==> src/sv/tsa_pkg.sv <==
`default_nettype none
package tsa_pkg;

	localparam int unsigned SLOT_COUNT_DEF = 14;

	localparam int unsigned CH_W   = 4;
	localparam int unsigned QCH_W  = 5;
	localparam int unsigned PORT_W = 3;
	localparam int unsigned VAL_W  = 8;
	localparam int unsigned TAG_W  = 32;

	typedef enum logic [1:0] {
		ACT_START   = 2'd0,
		ACT_STOP    = 2'd1,
		ACT_STOPALL = 2'd2,
		ACT_QUERY   = 2'd3
	} tsa_action_t;

	localparam logic [PORT_W-1:0] PORT_KEY = 3'd0;
	localparam logic [PORT_W-1:0] PORT_A   = 3'd3;
	localparam logic [PORT_W-1:0] PORT_B   = 3'd7;

	// Commands from the controller to the datapath.
	typedef struct packed {
		logic capture;
		logic decide;
		logic next_beat;
		logic scan;
	} tsa_cmd_t;

	// Status from the datapath to the controller.
	typedef struct packed {
		logic scan_start;
		logic is_start;
		logic out_last;
		logic scan_hit;
	} tsa_sts_t;

endpackage
`default_nettype wire

==> src/sv/tagged_slot_allocator.sv <==
// Slot allocator with a table of SLOT_COUNT tagged slots (channel = slot index).
// Commands: start (reuse the matching slot or take the lowest free one, then
// send three port writes), stop (free the matching slot, one write), stop-all
// (free every active slot, one write each, in index order) and query (report
// the matching channel or -1). Every request ends with a result that has
// last set; a request with no write returns one result with write_valid low.
// One request is handled at a time: in_ready is high only while nothing is
// pending, and it returns in the cycle after the final result is taken. The
// tag compare runs against all slots in parallel on acceptance; for start,
// stop, query and an empty stop-all the first result is registered in the
// decision cycle, and each further result of a start follows in the cycle
// after the previous one is taken. Stop-all with active slots walks the table
// one slot per cycle after its decision cycle, pausing at each active slot
// until its result is taken; each active slot gives one result and free slots
// are skipped on the way.
`default_nettype none
module tagged_slot_allocator #(
	parameter int unsigned SLOT_COUNT = tsa_pkg::SLOT_COUNT_DEF
) (
	input  wire logic                              clk,
	input  wire logic                              arst_n,
	input  wire logic                              in_valid,
	output logic                                   in_ready,
	input  wire logic [1:0]                        action,
	input  wire logic [tsa_pkg::TAG_W-1:0]         tag,
	input  wire logic signed [tsa_pkg::VAL_W-1:0]  param_a,
	input  wire logic signed [tsa_pkg::VAL_W-1:0]  param_b,
	output logic                                   out_valid,
	input  wire logic                              out_ready,
	output logic                                   write_valid,
	output logic [tsa_pkg::CH_W-1:0]               channel,
	output logic [tsa_pkg::PORT_W-1:0]             port_index,
	output logic signed [tsa_pkg::VAL_W-1:0]       write_value,
	output logic signed [tsa_pkg::QCH_W-1:0]       query_channel,
	output logic                                   last
);
	import tsa_pkg::*;

	tsa_cmd_t cmd;
	tsa_sts_t sts;

	tsa_ctrl u_ctrl (
		.clk       (clk),
		.arst_n    (arst_n),
		.in_valid  (in_valid),
		.in_ready  (in_ready),
		.out_valid (out_valid),
		.out_ready (out_ready),
		.sts       (sts),
		.cmd       (cmd)
	);

	tsa_datapath #(
		.SLOT_COUNT (SLOT_COUNT)
	) u_datapath (
		.clk           (clk),
		.arst_n        (arst_n),
		.cmd           (cmd),
		.sts           (sts),
		.action        (action),
		.tag           (tag),
		.param_a       (param_a),
		.param_b       (param_b),
		.write_valid   (write_valid),
		.channel       (channel),
		.port_index    (port_index),
		.write_value   (write_value),
		.query_channel (query_channel),
		.last          (last)
	);

endmodule
`default_nettype wire

==> src/sv/tsa_ctrl.sv <==
`default_nettype none
module tsa_ctrl (
	input  wire logic             clk,
	input  wire logic             arst_n,
	input  wire logic             in_valid,
	output logic                  in_ready,
	output logic                  out_valid,
	input  wire logic             out_ready,
	input  wire tsa_pkg::tsa_sts_t sts,
	output tsa_pkg::tsa_cmd_t     cmd
);
	import tsa_pkg::*;

	typedef enum logic [3:0] {
		ST_IDLE   = 4'b0001,
		ST_DECIDE = 4'b0010,
		ST_SEND   = 4'b0100,
		ST_SCAN   = 4'b1000
	} state_t;

	state_t state_q, state_d;

	assign in_ready  = (state_q == ST_IDLE);
	assign out_valid = (state_q == ST_SEND);

	always_comb begin
		state_d = state_q;
		cmd     = '0;
		unique case (state_q)
			ST_IDLE: begin
				if (in_valid) begin
					cmd.capture = 1'b1;
					state_d     = ST_DECIDE;
				end
			end
			ST_DECIDE: begin
				if (sts.scan_start) begin
					state_d = ST_SCAN;
				end else begin
					cmd.decide = 1'b1;
					state_d    = ST_SEND;
				end
			end
			ST_SEND: begin
				if (out_ready) begin
					if (sts.out_last) begin
						state_d = ST_IDLE;
					end else if (sts.is_start) begin
						cmd.next_beat = 1'b1;
					end else begin
						state_d = ST_SCAN;
					end
				end
			end
			ST_SCAN: begin
				cmd.scan = 1'b1;
				if (sts.scan_hit) begin
					state_d = ST_SEND;
				end
			end
			default: begin
				state_d = ST_IDLE;
			end
		endcase
	end

	always_ff @(posedge clk or negedge arst_n) begin
		if (!arst_n) begin
			state_q <= ST_IDLE;
		end else begin
			state_q <= state_d;
		end
	end

endmodule
`default_nettype wire

==> src/sv/tsa_datapath.sv <==
`default_nettype none
module tsa_datapath #(
	parameter int unsigned SLOT_COUNT = tsa_pkg::SLOT_COUNT_DEF
) (
	input  wire logic                              clk,
	input  wire logic                              arst_n,
	input  wire tsa_pkg::tsa_cmd_t                 cmd,
	output tsa_pkg::tsa_sts_t                      sts,
	input  wire logic [1:0]                        action,
	input  wire logic [tsa_pkg::TAG_W-1:0]         tag,
	input  wire logic signed [tsa_pkg::VAL_W-1:0]  param_a,
	input  wire logic signed [tsa_pkg::VAL_W-1:0]  param_b,
	output logic                                   write_valid,
	output logic [tsa_pkg::CH_W-1:0]               channel,
	output logic [tsa_pkg::PORT_W-1:0]             port_index,
	output logic signed [tsa_pkg::VAL_W-1:0]       write_value,
	output logic signed [tsa_pkg::QCH_W-1:0]       query_channel,
	output logic                                   last
);
	import tsa_pkg::*;

	localparam int unsigned IW = (SLOT_COUNT > 1) ? $clog2(SLOT_COUNT) : 1;

	// Slot table
	logic [SLOT_COUNT-1:0] active_q;
	logic [TAG_W-1:0]      slot_tag_q [SLOT_COUNT];

	// Captured request
	tsa_action_t             act_q;
	logic [TAG_W-1:0]        tag_q;
	logic signed [VAL_W-1:0] pa_q, pb_q;
	logic [SLOT_COUNT-1:0]   match_s1;

	logic [IW-1:0] scan_idx_q;
	logic          beat_q;

	// Result register
	logic                    wv_q, last_q;
	logic [CH_W-1:0]         ch_q;
	logic [PORT_W-1:0]       port_q;
	logic signed [VAL_W-1:0] val_q;
	logic signed [QCH_W-1:0] qch_q;

	logic [SLOT_COUNT-1:0] match_d, rest_vec;
	logic [IW-1:0]         match_idx, free_idx, sel_idx;
	logic                  match_any, free_any, start_ok;
	logic [QCH_W-1:0]      match_idx5, sel_idx5, scan_idx5;

	// First result of a request, as chosen in the decision cycle.
	logic                    dec_wv, dec_last;
	logic [CH_W-1:0]         dec_ch;
	logic signed [VAL_W-1:0] dec_val;
	logic signed [QCH_W-1:0] dec_qch;

	always_comb begin
		for (int i = 0; i < SLOT_COUNT; i++) begin
			match_d[i]  = active_q[i] && (slot_tag_q[i] == tag);
			rest_vec[i] = active_q[i] && (IW'(i) > scan_idx_q);
		end
	end

	// Lowest set bit wins: scan from the top down so the last hit is the lowest.
	always_comb begin
		match_idx = '0;
		free_idx  = '0;
		for (int i = SLOT_COUNT - 1; i >= 0; i--) begin
			if (match_s1[i]) begin
				match_idx = IW'(i);
			end
			if (!active_q[i]) begin
				free_idx = IW'(i);
			end
		end
	end

	assign match_any  = |match_s1;
	assign free_any   = ~&active_q;
	assign start_ok   = match_any || free_any;
	assign sel_idx    = match_any ? match_idx : free_idx;
	assign match_idx5 = QCH_W'(match_idx);
	assign sel_idx5   = QCH_W'(sel_idx);
	assign scan_idx5  = QCH_W'(scan_idx_q);

	assign sts.scan_start = (act_q == ACT_STOPALL) && (|active_q);
	assign sts.is_start   = (act_q == ACT_START);
	assign sts.out_last   = last_q;
	assign sts.scan_hit   = active_q[scan_idx_q];

	always_comb begin
		dec_wv   = 1'b0;
		dec_ch   = '0;
		dec_val  = '0;
		dec_qch  = '0;
		dec_last = 1'b1;
		unique case (act_q)
			ACT_START: begin
				if (start_ok) begin
					dec_wv   = 1'b1;
					dec_ch   = sel_idx5[CH_W-1:0];
					dec_last = 1'b0;
				end
			end
			ACT_STOP: begin
				if (match_any) begin
					dec_wv  = 1'b1;
					dec_ch  = match_idx5[CH_W-1:0];
					dec_val = VAL_W'(1);
				end
			end
			ACT_STOPALL: begin
			end
			ACT_QUERY: begin
				dec_qch = match_any ? signed'(match_idx5) : '1;
			end
			default: begin
			end
		endcase
	end

	always_ff @(posedge clk or negedge arst_n) begin
		if (!arst_n) begin
			active_q <= '0;
		end else if (cmd.decide) begin
			if (act_q == ACT_START && start_ok) begin
				active_q[sel_idx] <= 1'b1;
			end else if (act_q == ACT_STOP && match_any) begin
				active_q[match_idx] <= 1'b0;
			end
		end else if (cmd.scan) begin
			active_q[scan_idx_q] <= 1'b0;
		end
	end

	always_ff @(posedge clk) begin
		if (cmd.capture) begin
			act_q    <= tsa_action_t'(action);
			tag_q    <= tag;
			pa_q     <= param_a;
			pb_q     <= param_b;
			match_s1 <= match_d;
		end

		if (cmd.decide) begin
			wv_q       <= dec_wv;
			ch_q       <= dec_ch;
			port_q     <= PORT_KEY;
			val_q      <= dec_val;
			qch_q      <= dec_qch;
			last_q     <= dec_last;
			beat_q     <= 1'b0;
			scan_idx_q <= '0;
			if (act_q == ACT_START && start_ok) begin
				slot_tag_q[sel_idx] <= tag_q;
			end
		end

		if (cmd.next_beat) begin
			beat_q <= 1'b1;
			if (!beat_q) begin
				port_q <= PORT_A;
				val_q  <= pa_q;
			end else begin
				port_q <= PORT_B;
				val_q  <= pb_q;
				last_q <= 1'b1;
			end
		end

		if (cmd.scan) begin
			scan_idx_q <= scan_idx_q + IW'(1);
			if (active_q[scan_idx_q]) begin
				wv_q   <= 1'b1;
				ch_q   <= scan_idx5[CH_W-1:0];
				port_q <= PORT_KEY;
				val_q  <= VAL_W'(1);
				qch_q  <= '0;
				last_q <= ~|rest_vec;
			end
		end
	end

	assign write_valid   = wv_q;
	assign channel       = ch_q;
	assign port_index    = port_q;
	assign write_value   = val_q;
	assign query_channel = qch_q;
	assign last          = last_q;

endmodule
`default_nettype wire

==> config.mk <==
export PLATFORM = sky130hd
export DESIGN_NAME = tagged_slot_allocator
export DESIGN_NICKNAME = d
export VERILOG_FILES = /design/src/sv/tsa_pkg.sv /design/src/sv/tagged_slot_allocator.sv /design/src/sv/tsa_ctrl.sv /design/src/sv/tsa_datapath.sv
export SDC_FILE = /design/constraint.sdc
export NUM_CORES = 1
export LEC_CHECK = 0
export ABC_AREA = 0
export BUFFER_PORTS_ARGS = -buffer_cell sky130_fd_sc_hd__buf_2
export CAP_MARGIN = 10
export CORE_AREA = 4 4 194 196
export DETAILED_ROUTE_END_ITERATION = 6
export DIE_AREA = 0 0 198 200
export HOLD_SLACK_MARGIN = 0.02
export PLACE_DENSITY_LB_ADDON = 0.3
export SLEW_MARGIN = 20
export SYNTH_ARGS = -nofsm -noshare
export SYNTH_HDL_FRONTEND = slang
export SYNTH_HIERARCHICAL = 1
export SYNTH_SLANG_ARGS = --single-unit
==> constraint.sdc <==
create_clock -name clk -period 10.7 [get_ports clk]
set_input_delay 1.605 -clock clk [delete_from_list [all_inputs] [get_ports clk]]
set_output_delay 1.605 -clock clk [all_outputs]
set_load 0.01 [all_outputs]
After elaboration in Yosys (flattened, before gate mapping). Memory sizes are Yosys's and may differ from the RTL's. Cells that the tools add are included. Widths: inputs -> output; s select.

Add/subtract/negate cells: 1. Order comparisons: 20. Eq/ne operators: 26. Multiplexer cells: 98. Bitwise logic cells: 5. Reduce and logical (&&, ||, !) cells: 45.

Operator list (number): $eq 32x32->1 (14); $mux 4 (42); $mux 14 (4); $mux 8 (6); $reduce_or 14->1 (3); $logic_and 1x1->1 (34); $mux 1 (29); $and 14x14->14 (2); $not 14->14 (2); $mux 5 (5); $gt 4x4->1 const A (6); $gt 3x4->1 const A (4); $pmux 4 s4 (1); $lt 4x5->1 const B (3); $mux 3 (5); $or 14x14->14 (1); $reduce_and 14->1 (1); $demux 1 s4 (3); $ge 4x1->1 const B (3); $gt 1x4->1 const A (2); $gt 2x4->1 const A (2); $pmux 4 s2 (1); $add 4x1->4 const B (1); $bmux 1 s4 (1); other kinds (17) (20).

Flip-flop bits (word level): 109. RAM bits: 448. Input bits: 54. Word-level logic and storage cells: 211. Memories: 1.

Memories: u_datapath.slot_tag_q (words 14, bits a word 32, read ports 14, clocked after Yosys merged registers in 0, write ports 1, RTL line tsa_datapath.sv:26) `logic [TAG_W-1:0] slot_tag_q [SLOT_COUNT];`.

Logic depth before layout (Yosys ltp).
Depth in word-level cells: 23. Depth in mapped cells: 13.

Hierarchy. Netlist, hierarchy kept.

Modules (own cells, without submodules): tsa_datapath (instances 1, cells an instance 1552, area each 23516.3 um2, sequential area each 16305.6 um2); tsa_ctrl (instances 1, cells an instance 35, area each 339.1 um2, sequential area each 101.3 um2).

Worst setup path before layout. OpenSTA, ideal clock, no wires.

Path kind: register to register. Start point: reg u_datapath.active_q[12]. End point: mem u_datapath.slot_tag_q[12][0] (enable). Library setup time: 461 ps. Data arrival time: 4282 ps. Data required time: 10239 ps. Slack: 5957 ps. Cell stages (with the launch flop): 11. Path buffers: 3. Cell sequence: dfrtp_1 > clkbuf_1 > nor4_1 > and4_1 > nor3_1 > nor3b_1 > and2_1 > clkbuf_1 > clkbuf_1 > nand3_1 > nor3_1.

RTL lines: from (decl) (RTL line tsa_datapath.sv:25) `logic [SLOT_COUNT-1:0] active_q;`; from (signal assigned) (RTL line tsa_datapath.sv:122) `active_q <= '0;`; from (signal, indexed assignment) (RTL line tsa_datapath.sv:125) `active_q[sel_idx] <= 1'b1;`; from (signal, indexed assignment) (RTL line tsa_datapath.sv:127) `active_q[match_idx] <= 1'b0;`; to (decl) (RTL line tsa_datapath.sv:26).

==> summary.txt <==
Route
  – Via count: approximately 15k
  – Drt first pass iters: 6
  – Final ANT Viol Nets: 0
  – Drc violations: 0
  – 1st-iter DRT viols: 2094
  – Final wirelength: between 60000 and 70000 um
  – Average routed wire per standard cell: 32.3 um
  – Via density: 6.75

Timing
  – Worst slew margin: roughly a quarter
  – Max Freq: roughly 0.21 GHz
  – Sum of negative setup slack: 0 ps
  – Tmin final: slightly below 5000 ps
  – RSZ-0062 raised after global routing: no
  – Post-route setup slack: 5840 ps
  – Final hold vios: 0
  – Layout Skew: between 40 and 50 ps
  – Finish-stage setup viols: 0
  – Least-Margin Pin Slew: ~1100 ps
  – Slew Viols, Final: 0
  – Tcrit/Tclk final: 45.4%

Synth
  – Sequential share of the synthesized area: 68.8%
  – Leading area contributor after synthesis: edfxtp_1
  – Ys flop type: edfxtp_1
  – #FFs+latches synth: between 500 and 600
  – Yosys top cell area share: about 65%
  – Ys async rst share: between 3 and 4%
  – Mapped Cells: roughly 1.6k
  – Synth cell types: 81
  – Mean Syn Cell Area: ~15 um2
  – Commonest cells post-synth: 516 x edfxtp_1, 393 x xnor2_1, 103 x nand4_1
  – Most frequent cell after synthesis: edfxtp_1
  – Synth top area cells: edfxtp_1 65%, xnor2_1 14%, nand4_1 2.7%
  – Post-synth EDFFs: 516
  – Yosys warns: 6
  – Area of the mapped netlist: 0.0239 mm2
  – Post-synth net total: about 1.6k

Clock tree
  – Clock-pin transition on the worst setup and hold timing paths: 60 ps
  – Clk_lat worst skew: between 600 and 700 ps
  – Post-CTS Repair Setup Buffers: 0
  – CTS tree: built
  – CTS buffer count: 53
  – CTS Buffer Depth: 3
  – Post-CTS Resized: 0
  – Root Driver: clkbuf_16
  – # clock sinks: around 560
  – Hold_buf cts: 0
  – CTS HTree Levels: 2

Power and ir drop
  – Pleak: about 0.008 uW
  – Final Power: about 5300 uW
  – Peak VDD IR: 182 uV
  – Power density over cell area: between 150 and 200 mW/mm2

Place
  – GPL Wtd Cong: a little over 0.9
  – DP Worst Slack: slightly below 6000 ps
  – I/O Buffers: between 70 and 80
  – HPWL after detailed placement: about 42000 um

Critical path
  – Critical Path Max Stage Delay: 900 ps
  – WP data required: ~11000 ps
  – Max FO, Critical Path: 32
  – CP Capture Type: flip-flop
  – Startpoint Class: flip-flop
  – Critical Path AT: 5090 ps
  – Critical-path cell list: nor4_1, and4_1, nor3_1, nor3b_1, and2_1, o211ai_1, nor2_1, nand2_1, nor2_4
  – Crit-path slowest cell: and2_1
  – Worst setup path category: flip-flop to flip-flop

Hold path
  – Hold WC Path Type: flip-flop to flip-flop

Global route
  – Global-route wire length before repair: 98800 um
  – Largest net degree at the start of global routing: 65
  – Total track usage: approximately a third
  – Via count of the first global-routing pass: between 10k and 15k
  – Total grt overflow: 0
  – Antenna violations before repair: 1

Floorplan
  – Starting density of the core: between 60 and 70%
  – Die width: around 200 um
  – IO Pins: slightly below 80
  – Die height: ~200 um
  – Core ar.: about 0.036 mm2
  – Die area: just under 0.04 mm2
  – FP Rows: 70

Cells and area
  – Layout cell share with drive strength beyond 1: between 10% and 20%
  – Area growth syn-to-layout: 10.8%
  – Post-layout nets: ~1.7k
  – Antenna diodes: 0

Outcome
  – Status: complete, no violations

Flow run
  – MaxCap Viol Count: 0
-- power breakdown --
group	leakage [uW]	internal, uW	switching (uW)
Sequential	0.00510	2590	296
Combinational	0.00225	177	323
Clock	0.000843	1100	788
Total	0.00819	3870	1410
-- path summary, 6_finish.rpt --
path | start | to | slack [ps] | cells past startpoint
max in group asynchronous | arst_n | u_ctrl/state_q[0]$_DFFE_PN1P_ | 9310 | 1
worst min-delay path | u_datapath/write_valid$_DFF_P_ | u_datapath/write_valid$_DFF_P_ | 460 | 1
worst max-delay path | u_datapath/active_q[12]$_DFFE_PN0P_ | u_datapath/slot_tag_q[8][21]$_DFFE_PP_ | 5840 | 9
worst min register to register | u_datapath/write_valid$_DFF_P_ | u_datapath/write_valid$_DFF_P_ | 460 | 1
worst max register to register | u_datapath/active_q[12]$_DFFE_PN0P_ | u_datapath/slot_tag_q[8][21]$_DFFE_PP_ | 5840 | 9
min in group asynchronous | arst_n | u_datapath/active_q[1]$_DFFE_PN0P_ | 980 | 1
-- flip-flops by register name (all words and copies together) (netlist names), 4 cells and up --
name / flops
u_datapath/slot_tag_q: 448
u_datapath/tag_q: 32
u_datapath/active_q: 14
u_datapath/match_s1: 14
u_datapath/pa_q: 8
u_datapath/pb_q: 8
u_datapath/write_value: 8
u_datapath/query_channel: 5
u_ctrl/state_q: 4
u_datapath/channel: 4
u_datapath/scan_idx_q: 4
-- metal layers --
layer	share of wire (%)	track usage (%)	wire, um	up-vias
met5	0	0	0	-
met4	5.6	15.6	3880	0
met3	11	6.81	7950	205
met2	48	58.4	33500	1053
met1	35	46.2	24300	7290
li1	-	-	-	6000
-- layout make-up --
class | instances | area (um2)
Multi-Input combinational cell | 918 | 7100
Timing Repair Buffer | 95 | 520
Tap cell | 468 | 586
Fill cell | 2219 | 9660
Clock buffer | 75 | 1460
Clock inverter | 24 | 285
Sequential cell | 557 | 16400
Inverter | 18 | 67.6
-- cell usage in the layout, fill, tap and decap left out, types with 19 or more instances in the layout --
master     instances
nor4_1            46
buf_2             77
clkbuf_16         55
dfxtp_1           23
o21ai_0           19
nand3_1           21
edfxtp_1         516
nand2_1           33
nand4_1          103
clkbuf_1          19
xnor2_1          393
nor2_1            40
xor2_1            57
a21oi_1           25
-- stage by stage --
step | cell area [um2] | std cells | util [%] | hold slack [ps]
floorplan | 23900 | 1587 | - | 486
global placement | 24700 | 2056 | 68.4 | 443
detailed placement | 24700 | 2056 | 68.4 | 451
CTS | 26400 | 2155 | 73.2 | 462
global route | 26400 | 2155 | 73.2 | 490
finish | 26400 | 2155 | 73.2 | 464
-- kinds of logic after synthesis --
logic type | share of synthesized area [%]
flip-flops | 68.8
adder cells (fa/ha/maj) | 0.252
AND/OR/NAND/NOR | 7.81
AO/OA/AOI/OAI | 3.88
multiplexers | 0.834
XOR/XNOR | 16.5
buffers and inverters | 1.92
-- critical path, delay by kind of cell, from the launching register on --
kind,cells,cell delay [ps]
AO/OA/AOI/OAI,1,570
flip-flops,1,570
AND/OR/NAND/NOR,8,3320
Note: power is estimated with default switching activity, not from simulation.
